## src/design/bhp_pkg.sv

```systemverilog
// Shared types and constants for the bitstream header parser.
package bhp_pkg;

  // Input item and result item as seen on the top-level ports.
  typedef struct packed {
    logic [1:0] kind;
    logic [7:0] data_byte;
  } item_t;

  typedef struct packed {
    logic [2:0]  status;
    logic [31:0] data_length;
    logic [21:0] data_start;
    logic [31:0] id_code;
  } result_t;

  // Input kinds.
  localparam logic [1:0] KIND_START = 2'd0;
  localparam logic [1:0] KIND_BYTE  = 2'd1;
  localparam logic [1:0] KIND_END   = 2'd2;

  // Classified operation carried from the front to the parser.
  typedef enum logic [1:0] {
    OP_START = 2'd0,
    OP_BYTE  = 2'd1,
    OP_END   = 2'd2
  } op_t;

  typedef struct packed {
    op_t        op;
    logic [7:0] data;
  } op_item_t;

  // Result status codes.
  localparam logic [2:0] ST_OK           = 3'd0;
  localparam logic [2:0] ST_BAD_PREAMBLE = 3'd1;
  localparam logic [2:0] ST_BAD_MARKER   = 3'd2;
  localparam logic [2:0] ST_UNKNOWN_TAG  = 3'd3;
  localparam logic [2:0] ST_NO_PAYLOAD   = 3'd4;
  localparam logic [2:0] ST_EARLY_END    = 3'd5;

  // Configuration register indexes.
  localparam logic [1:0] REG_MAX_PREAMBLE = 2'd0;
  localparam logic [1:0] REG_MAX_RECORDS  = 2'd1;
  localparam logic [1:0] REG_ID_OFFSET    = 2'd2;

  localparam logic [15:0] MAX_PREAMBLE_RESET = 16'd4096;
  localparam logic [7:0]  MAX_RECORDS_RESET  = 8'd32;
  localparam logic [15:0] ID_OFFSET_RESET    = 16'd128;

  localparam logic [21:0] POS_MAX  = 22'h3FFFFF;
  localparam logic [31:0] ALL_ONES = 32'hFFFF_FFFF;

  // Record tags.
  localparam logic [7:0] TAG_FIRST   = 8'h61;
  localparam logic [7:0] TAG_LAST    = 8'h64;
  localparam logic [7:0] TAG_PAYLOAD = 8'h65;

  localparam int ITEM_QUEUE_DEPTH = 4;
  localparam int ITEM_PTR_W       = $clog2(ITEM_QUEUE_DEPTH);
  localparam int RES_QUEUE_DEPTH  = 2;
  localparam int RES_PTR_W        = $clog2(RES_QUEUE_DEPTH);

endpackage

```

## src/design/bhp_front.sv

```systemverilog
// Input side: classifies incoming items and queues them for the parser.
module bhp_front (
  input  logic              clk,
  input  logic              rst,
  input  logic              push,
  output logic              full,
  input  bhp_pkg::item_t    item,
  output logic              deq_valid,
  output bhp_pkg::op_item_t deq_item,
  input  logic              deq_take
);
  import bhp_pkg::*;

  op_item_t              slots [ITEM_QUEUE_DEPTH];
  logic [ITEM_PTR_W-1:0] wr_ptr;
  logic [ITEM_PTR_W-1:0] rd_ptr;
  logic [ITEM_PTR_W:0]   count;
  op_item_t              classified;
  logic                  keep;
  logic                  enq;

  // Kind 3 carries no meaning; it is accepted and dropped here.
  always_comb begin
    classified.data = item.data_byte;
    classified.op   = OP_BYTE;
    keep            = 1'b1;
    unique case (item.kind)
      KIND_START: classified.op = OP_START;
      KIND_BYTE:  classified.op = OP_BYTE;
      KIND_END:   classified.op = OP_END;
      default:    keep = 1'b0;
    endcase
  end

  assign full      = (count == (ITEM_PTR_W+1)'(ITEM_QUEUE_DEPTH));
  assign enq       = push && !full && keep;
  assign deq_valid = (count != '0);
  assign deq_item  = slots[rd_ptr];

  always_ff @(posedge clk) begin
    if (enq) begin
      slots[wr_ptr] <= classified;
    end
  end

  always_ff @(posedge clk) begin
    if (rst) begin
      wr_ptr <= '0;
      rd_ptr <= '0;
      count  <= '0;
    end else begin
      if (enq) begin
        wr_ptr <= wr_ptr + 1'b1;
      end
      if (deq_take) begin
        rd_ptr <= rd_ptr + 1'b1;
      end
      count <= count + (ITEM_PTR_W+1)'(enq) - (ITEM_PTR_W+1)'(deq_take);
    end
  end

  a_count_bound: assert property (@(posedge clk) disable iff (rst)
    count <= (ITEM_PTR_W+1)'(ITEM_QUEUE_DEPTH))
    else $error("item queue count beyond depth");

  a_take_nonempty: assert property (@(posedge clk) disable iff (rst)
    deq_take |-> count != '0)
    else $error("parser took an item from an empty queue");

endmodule

```

## src/design/bhp_result_queue.sv

```systemverilog
// Two-entry result queue between the parser and the result port.
module bhp_result_queue (
  input  logic              clk,
  input  logic              rst,
  input  logic              enq,
  input  bhp_pkg::result_t  enq_data,
  output logic              full,
  output logic              empty,
  input  logic              pop,
  output bhp_pkg::result_t  head
);
  import bhp_pkg::*;

  result_t              slots [RES_QUEUE_DEPTH];
  logic [RES_PTR_W-1:0] wr_ptr;
  logic [RES_PTR_W-1:0] rd_ptr;
  logic [RES_PTR_W:0]   count;
  logic                 deq;

  assign full  = (count == (RES_PTR_W+1)'(RES_QUEUE_DEPTH));
  assign empty = (count == '0);
  assign deq   = pop && !empty;
  assign head  = slots[rd_ptr];

  always_ff @(posedge clk) begin
    if (enq) begin
      slots[wr_ptr] <= enq_data;
    end
  end

  always_ff @(posedge clk) begin
    if (rst) begin
      wr_ptr <= '0;
      rd_ptr <= '0;
      count  <= '0;
    end else begin
      if (enq) begin
        wr_ptr <= wr_ptr + 1'b1;
      end
      if (deq) begin
        rd_ptr <= rd_ptr + 1'b1;
      end
      count <= count + (RES_PTR_W+1)'(enq) - (RES_PTR_W+1)'(deq);
    end
  end

  a_no_overflow: assert property (@(posedge clk) disable iff (rst)
    enq |-> !full)
    else $error("result written into a full queue");

endmodule

```

## src/design/bhp_engine.sv

```systemverilog
// Byte-wide header parsing state machine; emits at most one result per parse.
module bhp_engine (
  input  logic              clk,
  input  logic              rst,
  input  logic [15:0]       max_preamble_len,
  input  logic [7:0]        max_records,
  input  logic [15:0]       id_word_offset,
  input  logic              in_valid,
  input  bhp_pkg::op_item_t in_item,
  output logic              in_take,
  input  logic              res_full,
  output logic              res_push,
  output bhp_pkg::result_t  res_data
);
  import bhp_pkg::*;

  typedef enum logic [10:0] {
    PH_IDLE     = 11'b000_0000_0001,
    PH_PRE_LEN  = 11'b000_0000_0010,
    PH_PRE_SKIP = 11'b000_0000_0100,
    PH_MARKER   = 11'b000_0000_1000,
    PH_TAG      = 11'b000_0001_0000,
    PH_REC_LEN  = 11'b000_0010_0000,
    PH_REC_SKIP = 11'b000_0100_0000,
    PH_PAY_LEN  = 11'b000_1000_0000,
    PH_ID_SKIP  = 11'b001_0000_0000,
    PH_ID_READ  = 11'b010_0000_0000,
    PH_DONE     = 11'b100_0000_0000
  } phase_t;

  phase_t      phase, phase_next;
  logic [15:0] skip_count, skip_count_next;
  logic [31:0] field_accum, field_accum_next;
  logic [2:0]  field_bytes, field_bytes_next;
  logic [7:0]  record_count, record_count_next;
  logic [21:0] byte_position, byte_position_next;
  logic [31:0] length_reg, length_reg_next;
  logic [21:0] offset_reg, offset_reg_next;

  logic [31:0] acc_shift;
  logic [2:0]  fb_inc;
  logic        got2;
  logic        got4;
  logic [15:0] skip_dec;
  logic [21:0] pos_inc;
  logic        active;
  logic        id_in_range;
  logic [31:0] id_word;

  // The parser only advances while the result queue has room.
  assign in_take = in_valid && !res_full;

  assign acc_shift   = {field_accum[23:0], in_item.data};
  assign fb_inc      = field_bytes + 3'd1;
  assign got2        = (fb_inc >= 3'd2);
  assign got4        = (fb_inc >= 3'd4);
  assign skip_dec    = skip_count - 16'd1;
  assign pos_inc     = (byte_position < POS_MAX) ? byte_position + 22'd1 : byte_position;
  assign active      = (phase != PH_IDLE) && (phase != PH_DONE);
  assign id_in_range = {1'b0, acc_shift} > ({17'd0, id_word_offset} + 33'd4);
  assign id_word     = (acc_shift == ALL_ONES) ? 32'd0 : acc_shift;

  always_comb begin
    phase_next         = phase;
    skip_count_next    = skip_count;
    field_accum_next   = field_accum;
    field_bytes_next   = field_bytes;
    record_count_next  = record_count;
    byte_position_next = byte_position;
    length_reg_next    = length_reg;
    offset_reg_next    = offset_reg;
    res_push           = 1'b0;
    res_data           = '0;

    if (in_take) begin
      unique case (in_item.op)
        OP_START: begin
          phase_next         = PH_PRE_LEN;
          skip_count_next    = '0;
          field_accum_next   = '0;
          field_bytes_next   = '0;
          record_count_next  = '0;
          byte_position_next = '0;
          length_reg_next    = '0;
          offset_reg_next    = '0;
        end
        OP_END: begin
          if (active) begin
            res_push   = 1'b1;
            phase_next = PH_DONE;
            if (phase == PH_ID_SKIP || phase == PH_ID_READ) begin
              res_data.status      = ST_OK;
              res_data.data_length = length_reg;
              res_data.data_start  = offset_reg;
            end else begin
              res_data.status = ST_EARLY_END;
            end
          end
        end
        OP_BYTE: begin
          if (active) begin
            byte_position_next = pos_inc;
            unique case (phase)
              PH_PRE_LEN, PH_MARKER, PH_REC_LEN: begin
                if (got2) begin
                  field_accum_next = '0;
                  field_bytes_next = '0;
                  if (phase == PH_PRE_LEN) begin
                    if (acc_shift[15:0] == 16'd0 || acc_shift[15:0] > max_preamble_len) begin
                      res_push        = 1'b1;
                      res_data.status = ST_BAD_PREAMBLE;
                      phase_next      = PH_DONE;
                    end else begin
                      skip_count_next = acc_shift[15:0];
                      phase_next      = PH_PRE_SKIP;
                    end
                  end else if (phase == PH_MARKER) begin
                    if (acc_shift[15:0] != 16'd1) begin
                      res_push        = 1'b1;
                      res_data.status = ST_BAD_MARKER;
                      phase_next      = PH_DONE;
                    end else if (max_records == 8'd0) begin
                      res_push        = 1'b1;
                      res_data.status = ST_NO_PAYLOAD;
                      phase_next      = PH_DONE;
                    end else begin
                      phase_next = PH_TAG;
                    end
                  end else if (acc_shift[15:0] == 16'd0) begin
                    // An empty record ends with its length bytes.
                    if (record_count >= max_records) begin
                      res_push        = 1'b1;
                      res_data.status = ST_NO_PAYLOAD;
                      phase_next      = PH_DONE;
                    end else begin
                      phase_next = PH_TAG;
                    end
                  end else begin
                    skip_count_next = acc_shift[15:0];
                    phase_next      = PH_REC_SKIP;
                  end
                end else begin
                  field_accum_next = acc_shift;
                  field_bytes_next = fb_inc;
                end
              end
              PH_PRE_SKIP: begin
                skip_count_next = skip_dec;
                if (skip_dec == 16'd0) begin
                  phase_next = PH_MARKER;
                end
              end
              PH_TAG: begin
                if (in_item.data >= TAG_FIRST && in_item.data <= TAG_LAST) begin
                  record_count_next = record_count + 8'd1;
                  phase_next        = PH_REC_LEN;
                end else if (in_item.data == TAG_PAYLOAD) begin
                  phase_next = PH_PAY_LEN;
                end else begin
                  res_push        = 1'b1;
                  res_data.status = ST_UNKNOWN_TAG;
                  phase_next      = PH_DONE;
                end
              end
              PH_REC_SKIP: begin
                skip_count_next = skip_dec;
                if (skip_dec == 16'd0) begin
                  if (record_count >= max_records) begin
                    res_push        = 1'b1;
                    res_data.status = ST_NO_PAYLOAD;
                    phase_next      = PH_DONE;
                  end else begin
                    phase_next = PH_TAG;
                  end
                end
              end
              PH_PAY_LEN: begin
                if (got4) begin
                  field_accum_next = '0;
                  field_bytes_next = '0;
                  length_reg_next  = acc_shift;
                  offset_reg_next  = pos_inc;
                  if (id_in_range) begin
                    skip_count_next = id_word_offset;
                    phase_next      = (id_word_offset != 16'd0) ? PH_ID_SKIP : PH_ID_READ;
                  end else begin
                    res_push             = 1'b1;
                    res_data.status      = ST_OK;
                    res_data.data_length = acc_shift;
                    res_data.data_start  = pos_inc;
                    phase_next           = PH_DONE;
                  end
                end else begin
                  field_accum_next = acc_shift;
                  field_bytes_next = fb_inc;
                end
              end
              PH_ID_SKIP: begin
                skip_count_next = skip_dec;
                if (skip_dec == 16'd0) begin
                  phase_next = PH_ID_READ;
                end
              end
              PH_ID_READ: begin
                if (got4) begin
                  field_accum_next     = '0;
                  field_bytes_next     = '0;
                  res_push             = 1'b1;
                  res_data.status      = ST_OK;
                  res_data.data_length = length_reg;
                  res_data.data_start  = offset_reg;
                  res_data.id_code     = id_word;
                  phase_next           = PH_DONE;
                end else begin
                  field_accum_next = acc_shift;
                  field_bytes_next = fb_inc;
                end
              end
              default: ;
            endcase
          end
        end
        default: ;
      endcase
    end
  end

  always_ff @(posedge clk) begin
    if (rst) begin
      phase         <= PH_IDLE;
      skip_count    <= '0;
      field_accum   <= '0;
      field_bytes   <= '0;
      record_count  <= '0;
      byte_position <= '0;
      length_reg    <= '0;
      offset_reg    <= '0;
    end else begin
      phase         <= phase_next;
      skip_count    <= skip_count_next;
      field_accum   <= field_accum_next;
      field_bytes   <= field_bytes_next;
      record_count  <= record_count_next;
      byte_position <= byte_position_next;
      length_reg    <= length_reg_next;
      offset_reg    <= offset_reg_next;
    end
  end

  a_no_result_when_inactive: assert property (@(posedge clk) disable iff (rst)
    (phase == PH_IDLE || phase == PH_DONE) |-> !res_push)
    else $error("result produced outside a parse");

  a_error_fields_zero: assert property (@(posedge clk) disable iff (rst)
    (res_push && res_data.status != ST_OK) |->
      (res_data.data_length == '0 && res_data.data_start == '0 &&
       res_data.id_code == '0))
    else $error("error result carries nonzero fields");

  a_result_ends_parse: assert property (@(posedge clk) disable iff (rst)
    res_push |=> phase == PH_DONE)
    else $error("parse did not finish after its result");

endmodule

```

## src/design/bitstream_header_parser.sv

```systemverilog
// Top level of the bitstream header parser: configuration registers and the
// front, parser and result queue.
//
// The block takes one transaction per clock on the input queue interface, one
// file byte at a time, and sustains one byte per cycle as long as results are
// drained. Items first land in a four-entry queue; the byte-wide parsing state
// machine retires one item per cycle from it while the result queue has room
// and writes at most one result per parse into a two-entry result queue,
// where each result is registered before it appears on the result ports. The
// parser stalls only while the result queue is full. Configuration registers
// are written through cfg_write, cfg_index and cfg_data; indexes beyond the
// three registers are ignored.
module bitstream_header_parser (
  input  logic             clk,
  input  logic             rst,
  input  logic             push,
  output logic             full,
  input  bhp_pkg::item_t   item,
  output logic             empty,
  input  logic             pop,
  output bhp_pkg::result_t result,
  input  logic             cfg_write,
  input  logic [1:0]       cfg_index,
  input  logic [15:0]      cfg_data
);
  import bhp_pkg::*;

  logic [15:0] max_preamble_len;
  logic [7:0]  max_records;
  logic [15:0] id_word_offset;

  logic        deq_valid;
  op_item_t    deq_item;
  logic        deq_take;
  logic        res_full;
  logic        res_push;
  result_t     res_data;

  always_ff @(posedge clk) begin
    if (rst) begin
      max_preamble_len <= MAX_PREAMBLE_RESET;
      max_records      <= MAX_RECORDS_RESET;
      id_word_offset   <= ID_OFFSET_RESET;
    end else if (cfg_write) begin
      unique case (cfg_index)
        REG_MAX_PREAMBLE: max_preamble_len <= cfg_data;
        REG_MAX_RECORDS:  max_records      <= cfg_data[7:0];
        REG_ID_OFFSET:    id_word_offset   <= cfg_data;
        default: ;
      endcase
    end
  end

  bhp_front u_front (
    .clk       (clk),
    .rst       (rst),
    .push      (push),
    .full      (full),
    .item      (item),
    .deq_valid (deq_valid),
    .deq_item  (deq_item),
    .deq_take  (deq_take)
  );

  bhp_engine u_engine (
    .clk              (clk),
    .rst              (rst),
    .max_preamble_len (max_preamble_len),
    .max_records      (max_records),
    .id_word_offset   (id_word_offset),
    .in_valid         (deq_valid),
    .in_item          (deq_item),
    .in_take          (deq_take),
    .res_full         (res_full),
    .res_push         (res_push),
    .res_data         (res_data)
  );

  bhp_result_queue u_result_queue (
    .clk      (clk),
    .rst      (rst),
    .enq      (res_push),
    .enq_data (res_data),
    .full     (res_full),
    .empty    (empty),
    .pop      (pop),
    .head     (result)
  );

endmodule
```

## config.mk

```make
export PLATFORM = sky130hd
export DESIGN_NAME = bitstream_header_parser
export DESIGN_NICKNAME = d
export VERILOG_FILES = /design/src/design/bhp_pkg.sv /design/src/design/bhp_front.sv /design/src/design/bhp_result_queue.sv /design/src/design/bhp_engine.sv /design/src/design/bitstream_header_parser.sv
export SDC_FILE = /design/constraint.sdc
export NUM_CORES = 1
export LEC_CHECK = 0
export ABC_CLOCK_PERIOD_IN_PS = 22300
export BUFFER_PORTS_ARGS = -buffer_cell sky130_fd_sc_hd__buf_2
export CORE_UTILIZATION = 35
export CTS_BUF_LIST = sky130_fd_sc_hd__clkbuf_4
export DETAILED_ROUTE_END_ITERATION = 6
export GPL_TIMING_DRIVEN = 0
export PLACE_DENSITY = 0.62
export SETUP_SLACK_MARGIN = 0.4
export SYNTH_ARGS = -nofsm -noshare
export SYNTH_HDL_FRONTEND = slang
export SYNTH_SLANG_ARGS = --single-unit
```

## constraint.sdc

```tcl
create_clock -name clk -period 22.3 [get_ports clk]
set_input_delay 4.46 -clock clk [delete_from_list [all_inputs] [get_ports clk]]
set_output_delay 4.46 -clock clk [all_outputs]
set_load 0.03 [all_outputs]
```

==> impl_metrics.json <==
{
  "dp_hpwl_um": 37100,
  "final_core_util_pct": 41.5,
  "tritoncts": "done",
  "avgViaCountPerCell": 5.32,
  "htreeDepth": 3,
  "synthArstFlopShare_pct": 0,
  "finClkSkew_ns": 0.0623,
  "start_util_pct": 35.7,
  "grt_pass1_vias": 14600,
  "area_growth_pct": 16.1,
  "ys_seq_area_share_pct": 54.8,
  "finalCriticalPeriod_ns": 8.05,
  "grt_pass1_wl_um": 80800,
  "overflow": 0,
  "setup_viol": 0,
  "cts_resized": 0,
  "largest_reg_flops": 178,
  "grt_max_degree": 61,
  "cpMostUsedCell": "clkbuf_1",
  "row_count": 84,
  "grt.total_usage_pct": 18.7,
  "layout_commonest_cell": "edfxtp_1",
  "syn_avg_cell_area_sq_um": 10.8,
  "critPathKind": "register to output port",
  "ys_ff_latch": 410,
  "synth.top_cell.area_share_pct": 34.5,
  "crit_required_ns": 17.84,
  "drt_iter0_drc": 1040,
  "n_fill_cell": 5161,
  "leakage_nw": 7.41,
  "finalCritPeriodShare_pct": 36.1,
  "synth_top_family_by_area": "simple AND/OR/NAND/NOR gates",
  "layout_setup_ws_ns": 14.25,
  "synth_edf_count": 218,
  "fin_nets": 2096,
  "post_cts_buffers": 0,
  "clockBufferDepth": 3,
  "cp_num_buf_inv": 4,
  "outcome": "finished, final reports clean",
  "fmax_ghz": 0.124,
  "globalplace.congestion": 0.891,
  "numCtsBuffers": 109,
  "critPathMaxFanout": 10,
  "cts_sinks": 410,
  "drtPass1Iterations": 6,
  "hold_buffers": 0,
  "drive_above_1_share_pct": 20.4,
  "vias": 14800,
  "dieArea_sq_um": 55100,
  "ys_warn_count": 0,
  "die_y_um": 235,
  "cp.arrival_ns": 3.59,
  "cp-end-kind": "output port",
  "hold_violations": 0,
  "relSlewSlack_pct": 28.7,
  "syn_inst": 1763,
  "synth_mux_area_share_pct": 7.25,
  "fin_setup_tns_ns": 0,
  "worstMarginPinSlew_ns": 1.07,
  "io_pins": 124,
  "synth-simple-area-share_pct": 16.0,
  "max_cap_violations": 0,
  "synth_xor_area_share_pct": 2.73,
  "antenna_found_initial": 6,
  "drc": 0,
  "grt_setup_unrepaired": "false",
  "start_kind": "register",
  "powerDensity_nw_per_um2": 88.5,
  "peakVddDrop_v": 0.0000743,
  "fp.coreArea_sq_um": 53100,
  "slowest_delay_ns": 0.69,
  "netlist_area_sq_um": 19000,
  "final_cell_mix": "edfxtp_1, nand2_1, dfxtp_1, nor2_1, clkbuf_4",
  "path_clk_slew_ns": 0.06,
  "synth.top_cells.by_area": "edfxtp_1, dfxtp_1, mux2_2, ha_1, nand2_1",
  "die_x_um": 235,
  "slowest_stage": "clkbuf_1",
  "routedWlPerCell_um": 18.8,
  "synth_ff_type": "edfxtp_1",
  "synthAdderAreaFrac_pct": 4.13,
  "dpl_worst_slack_ns": 15.08,
  "cp_cell_sequence": "clkbuf_1 -> clkbuf_1 -> buf_1 -> mux2_2 -> buf_2",
  "yosys.area.top_type": "edfxtp_1",
  "syn_nets": 1858,
  "finalWirelength_um": 52300,
  "ys_types": 77,
  "critPathTopFamily": "buffers and inverters",
  "clockRootBuffer": "clkbuf_4",
  "drtAntennaViolNets": 0,
  "hold_path.class": "register to register",
  "port_buffers": 123,
  "slew_viol_final": 0,
  "clkLatencyLatePin_ns": 0.92,
  "synth_compound_area_share_pct": 11.7
}
## synth_stat cells (4+ instances only)
library cell	n
xnor2_1	35
o21a_1	7
mux2i_1	12
o2bb2ai_1	17
mux2_2	90
a32oi_1	16
mux4_2	10
xor2_1	24
a221oi_1	21
or4_1	12
buf_1	4
a211oi_1	4
clkbuf_1	89
nand4_1	33
a31oi_1	4
nor4_1	16
a21oi_1	94
a22o_1	18
nand2_1	192
nand3b_1	5
and2_1	44
nor2_1	182
nand2b_1	7
and3_1	8
a21o_1	13
and4_1	6
o211ai_1	4
nor3b_1	9
nand3_1	53
o21ai_0	38
or3_1	14
o31ai_1	6
nor2b_1	9
buf_2	11
ha_1	61
nor3_1	24
dfxtp_1	192
edfxtp_1	218
a22oi_1	56
inv_1	56
## kinds of logic (layout without fill, tap and decap cells)
logic type                 Yosys count  count (layout)
and+or+nand+nor                    633             633
DFF                                410             410
AOI/OAI and AO/OA                  322             322
buffers and inverters              164             495
muxes                              113             113
adders and majority gates           62              62
xor gates and xnor gates            59              59
other                                0               5
## final timing paths
| path | slack, ns | cells after the start | startpoint | endpoint |
|---|---|---|---|---|
| setup / recovery | 14.25 | 5 | register | result[84] |
| hold / removal | 0.45 | 2 | u_engine.length_reg[17] | u_engine.length_reg[17] |
| setup reg to reg | 16.76 | 16 | id_word_offset[4] | u_result_queue.slots[0][52] |
| hold reg to reg | 0.45 | 2 | u_engine.length_reg[17] | u_engine.length_reg[17] |
## area by class of cell
type | instances | area, sq um | area share (%)
diodes | 5 | 12.5 | 0.0569
plain buffers | 106 | 423 | 1.92
clock buffers | 154 | 1160 | 5.25
clock inverters | 50 | 305 | 1.39
inverters | 58 | 218 | 0.989
multi-input cells | 1189 | 7930 | 36.0
flip-flops and latches | 410 | 10400 | 47.2
well taps | 688 | 861 | 3.91
repair buffers | 127 | 711 | 3.23
## metal layers
metal,GRT usage [%],part of all wire (%),up-vias
met5,0,0.052,-
met2,29.9,46,483
met1,24.3,45,7241
met3,4.35,6.7,96
li1,-,-,7009
met4,7.56,2.3,6
## per-stage QoR
stage               hold slack [ns]  power (mW)  instances  instance area (sq um)
floorplan                     0.427        1.13       1763                  19000
global placement              0.440        1.27       2574                  20400
detailed placement            0.444        1.27       2578                  20500
CTS                           0.453        1.96       2782                  22000
global route                  0.472        2.05       2786                  22000
finish                        0.451        1.95       2787                  22000
## worst min-delay path, cell delays in order, from the launching register on
cell and delay, ns:
dfxtp_1 0.31, nand2_1 0.05, a21oi_1 0.05
## power by group
part / total (mW) / internal (mW) / switching [mW]
registers: 0.830 / 0.809 / 0.0213
clock network: 0.683 / 0.358 / 0.325
logic: 0.435 / 0.132 / 0.302
total: 1.95 / 1.30 / 0.649
(Power assumes the default switching activity.)
